==> src/hdl/fifo_task_queue_with_remove_by_id_assert.svh <==
// Assertion macros for the task queue.
// Used by fifo_task_queue_with_remove_by_id.sv; needs no other file.
`ifndef FIFO_TASK_QUEUE_WITH_REMOVE_BY_ID_ASSERT_SVH
`define FIFO_TASK_QUEUE_WITH_REMOVE_BY_ID_ASSERT_SVH
`ifndef SYNTH
`define FTQ_ASSERT(lbl, clk, rst_n, prop, msg) \
	lbl: assert property (@(posedge clk) disable iff (!rst_n) prop) else $error(msg);
`define FTQ_ASSERT_IMPL(lbl, clk, rst_n, ante, cons, msg) \
	lbl: assert property (@(posedge clk) disable iff (!rst_n) (ante) |-> (cons)) \
		else $error(msg);
`else
`define FTQ_ASSERT(lbl, clk, rst_n, prop, msg)
`define FTQ_ASSERT_IMPL(lbl, clk, rst_n, ante, cons, msg)
`endif
`endif

==> src/hdl/ftq_pkg.sv <==
// Shared types and constants of the task queue.
// No dependencies.
package ftq_pkg;

	localparam int QUEUE_DEPTH_DEF = 16;
	localparam int ID_BITS_DEF     = 8;

	localparam logic [1:0] OP_INSERT = 2'd0;
	localparam logic [1:0] OP_REMOVE = 2'd1;
	localparam logic [1:0] OP_QUERY  = 2'd2;

	typedef enum logic [1:0] {
		ST_OK        = 2'd0,
		ST_NOT_FOUND = 2'd1,
		ST_FULL      = 2'd2
	} status_t;

	typedef enum logic [1:0] {
		S_IDLE,
		S_DECODE,
		S_SCAN,
		S_DONE
	} state_t;

	typedef struct packed {
		logic    latch;
		logic    ins_wr;
		logic    mark;
		logic    step;
		logic    shift;
		logic    set_st;
		status_t st;
		logic    load;
	} cmd_t;

	typedef struct packed {
		logic [1:0] op;
		logic       full;
		logic       zero;
		logic       hit;
		logic       last;
		logic       out_free;
	} stat_t;

endpackage

==> src/hdl/fifo_task_queue_with_remove_by_id.sv <==
// Top level of the ordered task queue with removal by id.
// Depends on ftq_pkg, ftq_ctrl, ftq_dp and the assertion header.
//
// channel  signals             carries
// in       in_valid/in_stall   op, task_id
// out      out_valid/out_stall status, head_id, head_valid, is_empty, entry_count
//
// Insert, query and a remove on an empty queue pass through idle, decode and done; any
// other remove also scans the entries from the front until the match or, on a miss, the
// last entry (one entry per cycle).
// Reset clears the count and the result valid flag; entries and result fields hold garbage until written.
// A new item is taken while a finished result waits; the next result waits for it.
module fifo_task_queue_with_remove_by_id #(
	parameter int QUEUE_DEPTH = ftq_pkg::QUEUE_DEPTH_DEF,
	parameter int ID_BITS     = ftq_pkg::ID_BITS_DEF,
	localparam int CNT_W      = $clog2(QUEUE_DEPTH + 1)
) (
	input  logic               clk,
	input  logic               arst_n,
	input  logic               in_valid,
	output logic               in_stall,
	input  logic [1:0]         op,
	input  logic [ID_BITS-1:0] task_id,
	output logic               out_valid,
	input  logic               out_stall,
	output logic [1:0]         status,
	output logic [ID_BITS-1:0] head_id,
	output logic               head_valid,
	output logic               is_empty,
	output logic [CNT_W-1:0]   entry_count
);
	import ftq_pkg::*;

	`include "fifo_task_queue_with_remove_by_id_assert.svh"

	cmd_t  cmd;
	stat_t stat;

	ftq_ctrl u_ctrl (
		.clk      (clk),
		.arst_n   (arst_n),
		.in_valid (in_valid),
		.in_stall (in_stall),
		.stat     (stat),
		.cmd      (cmd)
	);

	ftq_dp #(
		.QUEUE_DEPTH (QUEUE_DEPTH),
		.ID_BITS     (ID_BITS)
	) u_dp (
		.clk         (clk),
		.arst_n      (arst_n),
		.op          (op),
		.task_id     (task_id),
		.cmd         (cmd),
		.stat        (stat),
		.out_valid   (out_valid),
		.out_stall   (out_stall),
		.status      (status),
		.head_id     (head_id),
		.head_valid  (head_valid),
		.is_empty    (is_empty),
		.entry_count (entry_count)
	);

	`FTQ_ASSERT_IMPL(a_cnt_bound, clk, arst_n, out_valid, entry_count <= CNT_W'(QUEUE_DEPTH), "entry count above depth")
	`FTQ_ASSERT_IMPL(a_empty_cnt, clk, arst_n, out_valid, is_empty == (entry_count == '0), "empty flag disagrees with count")
	`FTQ_ASSERT_IMPL(a_full_cnt, clk, arst_n, out_valid && status == ST_FULL, entry_count == CNT_W'(QUEUE_DEPTH), "full status below depth")
	`FTQ_ASSERT_IMPL(a_no_both, clk, arst_n, cmd.ins_wr, !cmd.shift && !stat.full, "insert on full queue or with shift")

endmodule

==> src/hdl/ftq_ctrl.sv <==
// Control state machine of the task queue.
// Depends on ftq_pkg; drives the command struct into ftq_dp.
module ftq_ctrl (
	input  logic           clk,
	input  logic           arst_n,
	input  logic           in_valid,
	output logic           in_stall,
	input  ftq_pkg::stat_t stat,
	output ftq_pkg::cmd_t  cmd
);
	import ftq_pkg::*;

	state_t state_q, state_d;

	always_ff @(posedge clk or negedge arst_n) begin
		if (!arst_n) begin
			state_q <= S_IDLE;
		end else begin
			state_q <= state_d;
		end
	end

	always_comb begin
		state_d = state_q;
		case (state_q)
			S_IDLE: begin
				if (in_valid) state_d = S_DECODE;
			end
			S_DECODE: begin
				if (stat.op == OP_REMOVE && !stat.zero) state_d = S_SCAN;
				else state_d = S_DONE;
			end
			S_SCAN: begin
				if (stat.hit || stat.last) state_d = S_DONE;
			end
			S_DONE: begin
				if (stat.out_free) state_d = S_IDLE;
			end
			default: state_d = S_IDLE;
		endcase
	end

	always_comb begin
		cmd      = '0;
		cmd.st   = ST_OK;
		in_stall = 1'b1;
		case (state_q)
			S_IDLE: begin
				in_stall  = 1'b0;
				cmd.latch = in_valid;
			end
			S_DECODE: begin
				cmd.set_st = 1'b1;
				case (stat.op)
					OP_INSERT: begin
						if (stat.full) cmd.st = ST_FULL;
						else cmd.ins_wr = 1'b1;
					end
					OP_REMOVE: begin
						if (stat.zero) cmd.st = ST_NOT_FOUND;
						else cmd.mark = 1'b1;
					end
					default: cmd.st = ST_OK;
				endcase
			end
			S_SCAN: begin
				if (stat.hit) begin
					cmd.shift  = 1'b1;
					cmd.set_st = 1'b1;
				end else if (stat.last) begin
					cmd.set_st = 1'b1;
					cmd.st     = ST_NOT_FOUND;
				end else begin
					cmd.step = 1'b1;
				end
			end
			S_DONE: begin
				cmd.load = stat.out_free;
			end
			default: cmd = '0;
		endcase
	end

endmodule

==> src/hdl/ftq_dp.sv <==
// Datapath of the task queue: entry registers, count, match scan, result register.
// Depends on ftq_pkg; steered by ftq_ctrl through the command struct.
module ftq_dp #(
	parameter int QUEUE_DEPTH = ftq_pkg::QUEUE_DEPTH_DEF,
	parameter int ID_BITS     = ftq_pkg::ID_BITS_DEF,
	localparam int CNT_W      = $clog2(QUEUE_DEPTH + 1),
	localparam int PTR_W      = $clog2(QUEUE_DEPTH)
) (
	input  logic                clk,
	input  logic                arst_n,
	input  logic [1:0]          op,
	input  logic [ID_BITS-1:0]  task_id,
	input  ftq_pkg::cmd_t       cmd,
	output ftq_pkg::stat_t      stat,
	output logic                out_valid,
	input  logic                out_stall,
	output logic [1:0]          status,
	output logic [ID_BITS-1:0]  head_id,
	output logic                head_valid,
	output logic                is_empty,
	output logic [CNT_W-1:0]    entry_count
);
	import ftq_pkg::*;

	logic [ID_BITS-1:0]     ent_q [QUEUE_DEPTH];
	logic [QUEUE_DEPTH-1:0] match_q;
	logic [PTR_W-1:0]       ptr_q;
	logic [CNT_W-1:0]       cnt_q;
	logic [1:0]             op_q;
	logic [ID_BITS-1:0]     id_q;
	status_t                status_q;
	status_t                out_st_q;
	logic                   out_valid_q;
	logic [ID_BITS-1:0]     head_id_q;
	logic                   head_valid_q;
	logic [CNT_W-1:0]       out_cnt_q;
	logic                   out_free;

	assign out_free = !out_valid_q || !out_stall;

	for (genvar i = 0; i < QUEUE_DEPTH; i++) begin : g_ent
		always_ff @(posedge clk) begin
			if (cmd.ins_wr && cnt_q == CNT_W'(i)) begin
				ent_q[i] <= id_q;
			end else if (cmd.shift && PTR_W'(i) >= ptr_q) begin
				if (i < QUEUE_DEPTH - 1) ent_q[i] <= ent_q[(i + 1) % QUEUE_DEPTH];
			end
			if (cmd.mark) match_q[i] <= (ent_q[i] == id_q) && (CNT_W'(i) < cnt_q);
		end
	end

	always_ff @(posedge clk) begin
		if (cmd.latch) begin
			op_q <= op;
			id_q <= task_id;
		end
		if (cmd.mark) ptr_q <= '0;
		else if (cmd.step) ptr_q <= ptr_q + PTR_W'(1);
		if (cmd.set_st) status_q <= cmd.st;
		if (cmd.load) begin
			out_st_q     <= status_q;
			head_id_q    <= (cnt_q == '0) ? '0 : ent_q[0];
			head_valid_q <= (cnt_q != '0);
			out_cnt_q    <= cnt_q;
		end
	end

	always_ff @(posedge clk or negedge arst_n) begin
		if (!arst_n) begin
			cnt_q       <= '0;
			out_valid_q <= 1'b0;
		end else begin
			if (cmd.ins_wr) cnt_q <= cnt_q + CNT_W'(1);
			else if (cmd.shift) cnt_q <= cnt_q - CNT_W'(1);
			if (cmd.load) out_valid_q <= 1'b1;
			else if (!out_stall) out_valid_q <= 1'b0;
		end
	end

	always_comb begin
		stat.op       = op_q;
		stat.full     = (cnt_q == CNT_W'(QUEUE_DEPTH));
		stat.zero     = (cnt_q == '0);
		stat.hit      = match_q[ptr_q];
		stat.last     = (CNT_W'(ptr_q) + CNT_W'(1) == cnt_q);
		stat.out_free = out_free;
	end

	assign out_valid   = out_valid_q;
	assign status      = out_st_q;
	assign head_id     = head_id_q;
	assign head_valid  = head_valid_q;
	assign is_empty    = !head_valid_q;
	assign entry_count = out_cnt_q;

endmodule

==> config.mk <==
export PLATFORM = sky130hd
export DESIGN_NAME = fifo_task_queue_with_remove_by_id
export DESIGN_NICKNAME = d
export VERILOG_FILES = /design/src/hdl/ftq_pkg.sv /design/src/hdl/fifo_task_queue_with_remove_by_id.sv /design/src/hdl/ftq_ctrl.sv /design/src/hdl/ftq_dp.sv
export VERILOG_INCLUDE_DIRS = /design/src /design/src/hdl
export SDC_FILE = /design/constraint.sdc
export NUM_CORES = 1
export LEC_CHECK = 0
export ABC_AREA = 1
export BUFFER_PORTS_ARGS = -buffer_cell sky130_fd_sc_hd__buf_4
export CORE_UTILIZATION = 39
export CTS_CLUSTER_DIAMETER = 150
export DETAILED_ROUTE_END_ITERATION = 8
export PLACE_DENSITY = 0.66
export SETUP_SLACK_MARGIN = 0.1
export SYNTH_ARGS = -nofsm -noshare
export SYNTH_HDL_FRONTEND = slang
export SYNTH_SLANG_ARGS = --single-unit
==> constraint.sdc <==
create_clock -name clk -period 3.2 [get_ports clk]
set_input_delay 0.64 -clock clk [delete_from_list [all_inputs] [get_ports clk]]
set_output_delay 0.64 -clock clk [all_outputs]
set_load 0.01 [all_outputs]
Yosys cells after proc, flatten, opt, wreduce, memory -nomap -nowiden

Memories as Yosys holds them, arrays and structs flattened.
Index checks and enable logic that the tools add are counted.

Magnitude comparators: 32
Mux-type cells: 125
Add/subtract/negate cells: 4
Bitwise logic cells: 15
Equal/unequal tests: 41
Reductions and logical operators: 61

Operator list:

| cell                                                                   | count |
|---|---|
| 8-bit equality test                                                    | 16 |
| 8-bit two-way mux                                                      | 16 |
| 1-bit two-way mux                                                      | 94 |
| 1-bit logical AND                                                      | 48 |
| 5-bit by 4-bit equality test with 1-bit output (second input constant) | 8 |
| 4-bit by 5-bit < comparator with 1-bit output (first input constant)   | 8 |
| 4-bit >= comparator (first input constant)                             | 7 |
| 5-bit by 3-bit equality test with 1-bit output (second input constant) | 4 |
| 3-bit by 5-bit < comparator with 1-bit output (first input constant)   | 4 |
| 3-bit by 4-bit >= comparator with 1-bit output (first input constant)  | 4 |
| 1-bit OR                                                               | 15 |
| 2-bit two-way mux                                                      | 7 |
| 5-bit by 2-bit equality test with 1-bit output (second input constant) | 2 |
| 1-bit by 5-bit < comparator with 1-bit output (first input constant)   | 2 |
| 2-bit by 5-bit < comparator with 1-bit output (first input constant)   | 2 |
| 5-bit two-way mux                                                      | 2 |
| 1-bit by 4-bit >= comparator with 1-bit output (first input constant)  | 2 |
| 2-bit by 4-bit >= comparator with 1-bit output (first input constant)  | 2 |
| 2-bit one-hot mux with 4 select lines                                  | 1 |
| 8-bit OR reduction                                                     | 1 |
| 2-bit by 1-bit != test with 1-bit output (second input constant)       | 3 |
| 3-bit one-hot mux with 2 select lines                                  | 1 |
| 4-bit by 1-bit adder with 5-bit output (second input constant)         | 1 |
| 5-bit by 1-bit adder with 5-bit output (second input constant)         | 1 |
| 20 further kinds                                                       | 27 |

Flip-flop bits (word level): 56
Input bits: 14
Logic and storage cells: 306
Output and inout port bits: 19
Memories kept: 1
Bits in writable memories: 128

Memory list:

| memory     | words | width | rd ports | clocked after memory_dff | wr ports | RTL line     | source |
|---|---|---|---|---|---|---|---|
| u_dp.ent_q | 16    | 8     | 16       | 0                        | 15       | ftq_dp.sv:25 | `logic [ID_BITS-1:0] ent_q [QUEUE_DEPTH];` |

Depth between registers and ports, before layout

Depth in word-level cells: 11
Depth in mapped cells: 14
Depth with buffers taken out: 12

Modules after synthesis

A second synthesis with hierarchy kept.

Cells, all modules: 1,171
Area total of the unflattened synthesis: 10,323.7 µm²

Modules (own cells, without submodules):

| module   | instances | cells an instance | area each (µm²) |
|---|---|---|---|
| ftq_dp   | 1         | 1,122             | 10,018.4 |
| ftq_ctrl | 1         | 49                | 305.3 |

Worst setup path after synthesis

OpenSTA, ideal clock, no wires.

Kind: register to register
Start point: reg u_dp.cnt_q[0]
End point: mem u_dp.ent_q[1][56] (netlist name) (enable)
Data required time: 2,805 ps
Buffers on the path: 0
Stages on the path, launching flop included: 6
Slack: 746 ps
Data arrival time: 2,059 ps
Path through: dfrtp_1 clkinv_1 ha_1 nand3_1 nand2_1 nor4_1

RTL lines:

| item                     | RTL line     | source |
|---|---|---|
| start: declaration       | ftq_dp.sv:28 | `logic [CNT_W-1:0] cnt_q;` |
| start signal: assignment | ftq_dp.sv:73 | `if (cmd.ins_wr) cnt_q <= cnt_q + CNT_W'(1);` |
| start signal: assignment | ftq_dp.sv:74 | `else if (cmd.shift) cnt_q <= cnt_q - CNT_W'(1);` |
| end: declaration         | ftq_dp.sv:25 |  |

==> impl_metrics.json <==
{
  "synth-edff-count": 172,
  "result_of_the_run": "finished with violations",
  "routed_wire_per_std_cell_um": 18.27,
  "timing.critical_path.cells": "clkinv_1 -> ha_1 -> nand3_1 -> nand2_1 -> inv_1 -> buf_4 -> nand3_2 -> nand2_1",
  "cp_num_buf_inv": 3,
  "worst-setup-path-type": "flop to flop",
  "achievable-frequency_mhz": 355.0,
  "synthMostInstantiatedCell": "sky130_fd_sc_hd__nand2_1",
  "detail-route-antenna-nets": 0,
  "worst_path_most_repeated_cell": "sky130_fd_sc_hd__nand2_1",
  "critPathRequiredTime_ps": 3300,
  "design.core.area_um2": 26210,
  "clkSinkCount": 184,
  "die-height_um": 165.7,
  "yosys.area.top_type": "sky130_fd_sc_hd__edfxtp_1",
  "yosysUniqueCellTypes": 39,
  "setup-tns-final_ps": 0,
  "final_skew_ps": 9.101,
  "worstHoldPathType": "input port to asynchronous set/reset pin",
  "ys.flop_type": "sky130_fd_sc_hd__edfxtp_1",
  "ir_worst_vdd_mv": 0.3608,
  "failed_checks": "DRC",
  "finalWorstPathRequiredPeriod_ps": 2817,
  "endpoint_kind": "flop",
  "power.leakage_nw": 4.727,
  "hold_viol_final": 0,
  "drtPass1Iterations": 7,
  "rsz0062_at_grt": "false",
  "pwr_density_cell_nw_per_um2": 883.6,
  "critical_path_peak_fanout": 10,
  "drt-initial-drc-count": 894,
  "yosysWarningCount": 0,
  "max_slew.worst_pin.slew_ps": 928.9,
  "final_design_area_no_fill_um2": 11640,
  "initial_standard_cell_utilization_of_the_core": 0.3988,
  "resize_count_post_cts": 0,
  "clock_insertion_delay_worst_skew_ps": 430,
  "critPathArrivalTime_ps": 2920,
  "postSynthNetCount": 1174,
  "drt-vias-per-instance": 5.581,
  "max_cap_viol": 0,
  "port_buffers": 32,
  "remaining_drc_errors": 10,
  "chipWidth_um": 165.7,
  "pin_count_of_the_biggest_net_entering_global_routing": 69,
  "cts_tree": "built",
  "cts_root_buf": "sky130_fd_sc_hd__clkbuf_16",
  "syn_area_um2": 10450,
  "antenna_found_initial": 0,
  "cts_made_buffers": 17,
  "final_max_slew_viol_count": 0,
  "flow.area_growth_from_synthesis_pct": 11.40,
  "clkSlewWorstSetupHoldPaths_ps": 70,
  "htreeDepth": 4,
  "clock_path_buffers": 2,
  "drive_gt1_frac": 0.1083,
  "synth_top_cells_by_area": "sky130_fd_sc_hd__edfxtp_1 49%, sky130_fd_sc_hd__nand2_1 13%, sky130_fd_sc_hd__nand4_1 8.4%, sky130_fd_sc_hd__xnor2_1 3.6%, sky130_fd_sc_hd__xor2_1 2.5%",
  "detailed_place.area_um2": 11040,
  "diodes": 0,
  "slew_headroom": 0.3779,
  "globalplace.congestion": 0.9388,
  "crit_path_start_kind": "flop",
  "io-pin-count": 33,
  "grt_pass1_vias": 8022,
  "hold_buffers": 0,
  "rows": 59,
  "design.die.area_um2": 27460,
  "finalCritPeriodShare": 0.8803,
  "crit_path_top_delay_cell": "sky130_fd_sc_hd__dfrtp_1",
  "routed_wl_um": 27870,
  "seq_area_frac_synth": 0.5210,
  "timing.final.setup_violations": 0,
  "num_vias": 8517,
  "cpPeakStageDelay_ps": 500,
  "yosysTopAreaCellShare": 0.4942,
  "final.fill_count": 2472,
  "fin_nets": 1205,
  "path_delay_family": "simple AND/OR/NAND/NOR gates",
  "synth_cells": 1147,
  "grt_pass1_wl_um": 44130,
  "synth_async_sr_flop_share": 0.04348,
  "grt_util_all_layers": 0.2086,
  "synth_common_cells": "370 x sky130_fd_sc_hd__nand2_1, 172 x sky130_fd_sc_hd__edfxtp_1, 140 x sky130_fd_sc_hd__nand4_1",
  "number_of_setup_buffers_added_after_cts": 0,
  "synth.ff_latch_count": 184,
  "grt_overflow": 0,
  "place.detailed.hpwl_um": 19800,
  "syn-mean-instance-area_um2": 9.112
}
-- metrics by stage --
| step | hold slack (ps) | instances | setup WS, ps | power, mW | utilization |
|---|---|---|---|---|---|
| global placement | 405.2 | 1489 | 453.8 | 8.129 | 0.4214 |
| floorplan | 344.4 | 1147 | 745.8 | 7.020 | - |
| CTS | 5.208 | 1521 | 309.5 | 10.25 | 0.4428 |
| global route | 4.216 | 1526 | 148.6 | 10.94 | 0.4443 |
| finish | 14.53 | 1526 | 382.9 | 10.29 | 0.4443 |
| detailed placement | 411.1 | 1489 | 344.3 | 8.221 | 0.4214 |
-- power breakdown --
part	leakage, nW	internal [mW]	switching (mW)
logic	2.75	1.30	2.94
registers	1.70	3.53	0.489
clock network	0.271	1.03	0.995
total	4.73	5.86	4.43
-- final timing paths --
check                      cells past startpoint           endpoint  slack, ps              from
max                                            8  u_dp.ent_q[0][37]        380     u_dp.cnt_q[0]
min                                            1     u_dp.out_valid         10            arst_n
max reg2reg                                    8  u_dp.ent_q[0][37]        380     u_dp.cnt_q[0]
min reg2reg                                    0     u_dp.status[1]        430  u_dp.status_q[1]
max in group asynchronous                      1      u_dp.cnt_q[1]       3050            arst_n
min in group clk                               1       u_dp.id_q[2]        380        task_id[2]
-- state kept, by name (all words and copies together) (netlist names), 2 cells and up --
signal,flops
u_dp.cnt_q,5
u_dp.ptr_q,4
u_dp.ent_q,128
u_dp.head_id,8
u_dp.id_q,8
u_ctrl.state_q,2
u_dp.status_q,2
u_dp.match_q,16
u_dp.entry_count,5
u_dp.op_q,2
u_dp.status,2
-- logic make-up (layout without fill, tap and decap cells) --
kind of cell,count (synthesis),after routing,synth area share
xor gates and xnor gates,73,73,0.06118
buffers and inverters,135,179,0.05950
adders and majority gates,13,13,0.01556
AOI/OAI and AO/OA,84,84,0.05064
and+or+nand+nor,658,658,0.2921
DFF,184,184,0.5210
-- layout make-up --
| type | instances | area (µm²) | area share |
|---|---|---|---|
| timing repair buffer | 68 | 535.5 | 0.04600 |
| clock buffer | 18 | 429.2 | 0.03686 |
| inverter | 79 | 296.5 | 0.02547 |
| clock inverter | 14 | 132.6 | 0.01139 |
| sequential | 184 | 5445 | 0.4677 |
| multi-input combinational | 828 | 4384 | 0.3766 |
| tap | 335 | 419.2 | 0.03600 |
-- placed cells by master (no fill, tap or decap), types with 5 or more instances in the layout --
cell and n:
sky130_fd_sc_hd__inv_8 5, sky130_fd_sc_hd__xor2_1 30, sky130_fd_sc_hd__xnor2_1 43, sky130_fd_sc_hd__nor4_1 6, sky130_fd_sc_hd__dfrtp_1 8, sky130_fd_sc_hd__a21oi_1 20, sky130_fd_sc_hd__nor2_1 62, sky130_fd_sc_hd__or2_2 9
sky130_fd_sc_hd__nor3_1 5, sky130_fd_sc_hd__ha_1 13, sky130_fd_sc_hd__o21ai_1 6, sky130_fd_sc_hd__a221oi_1 11, sky130_fd_sc_hd__a211oi_1 8, sky130_fd_sc_hd__nand3_1 42, sky130_fd_sc_hd__o21ai_0 14, sky130_fd_sc_hd__clkbuf_16 17
sky130_fd_sc_hd__clkinv_1 7, sky130_fd_sc_hd__nand2_1 370, sky130_fd_sc_hd__nand3_2 14, sky130_fd_sc_hd__inv_1 69, sky130_fd_sc_hd__o2111ai_1 5, sky130_fd_sc_hd__edfxtp_1 172, sky130_fd_sc_hd__o22ai_1 16, sky130_fd_sc_hd__buf_4 66
sky130_fd_sc_hd__nand4_1 140
-- layer usage --
| metal | GRT usage | vias to the layer above | part of all wire |
|---|---|---|---|
| li1 | - | 4091 | - |
| met1 | 0.2876 | 4025 | 0.44 |
| met2 | 0.3307 | 370 | 0.46 |
| met3 | 0.04301 | 31 | 0.085 |
| met4 | 0.06258 | 0 | 0.018 |
| met5 | 0 | - | 0 |
Note: power is estimated with default switching activity, not from simulation.
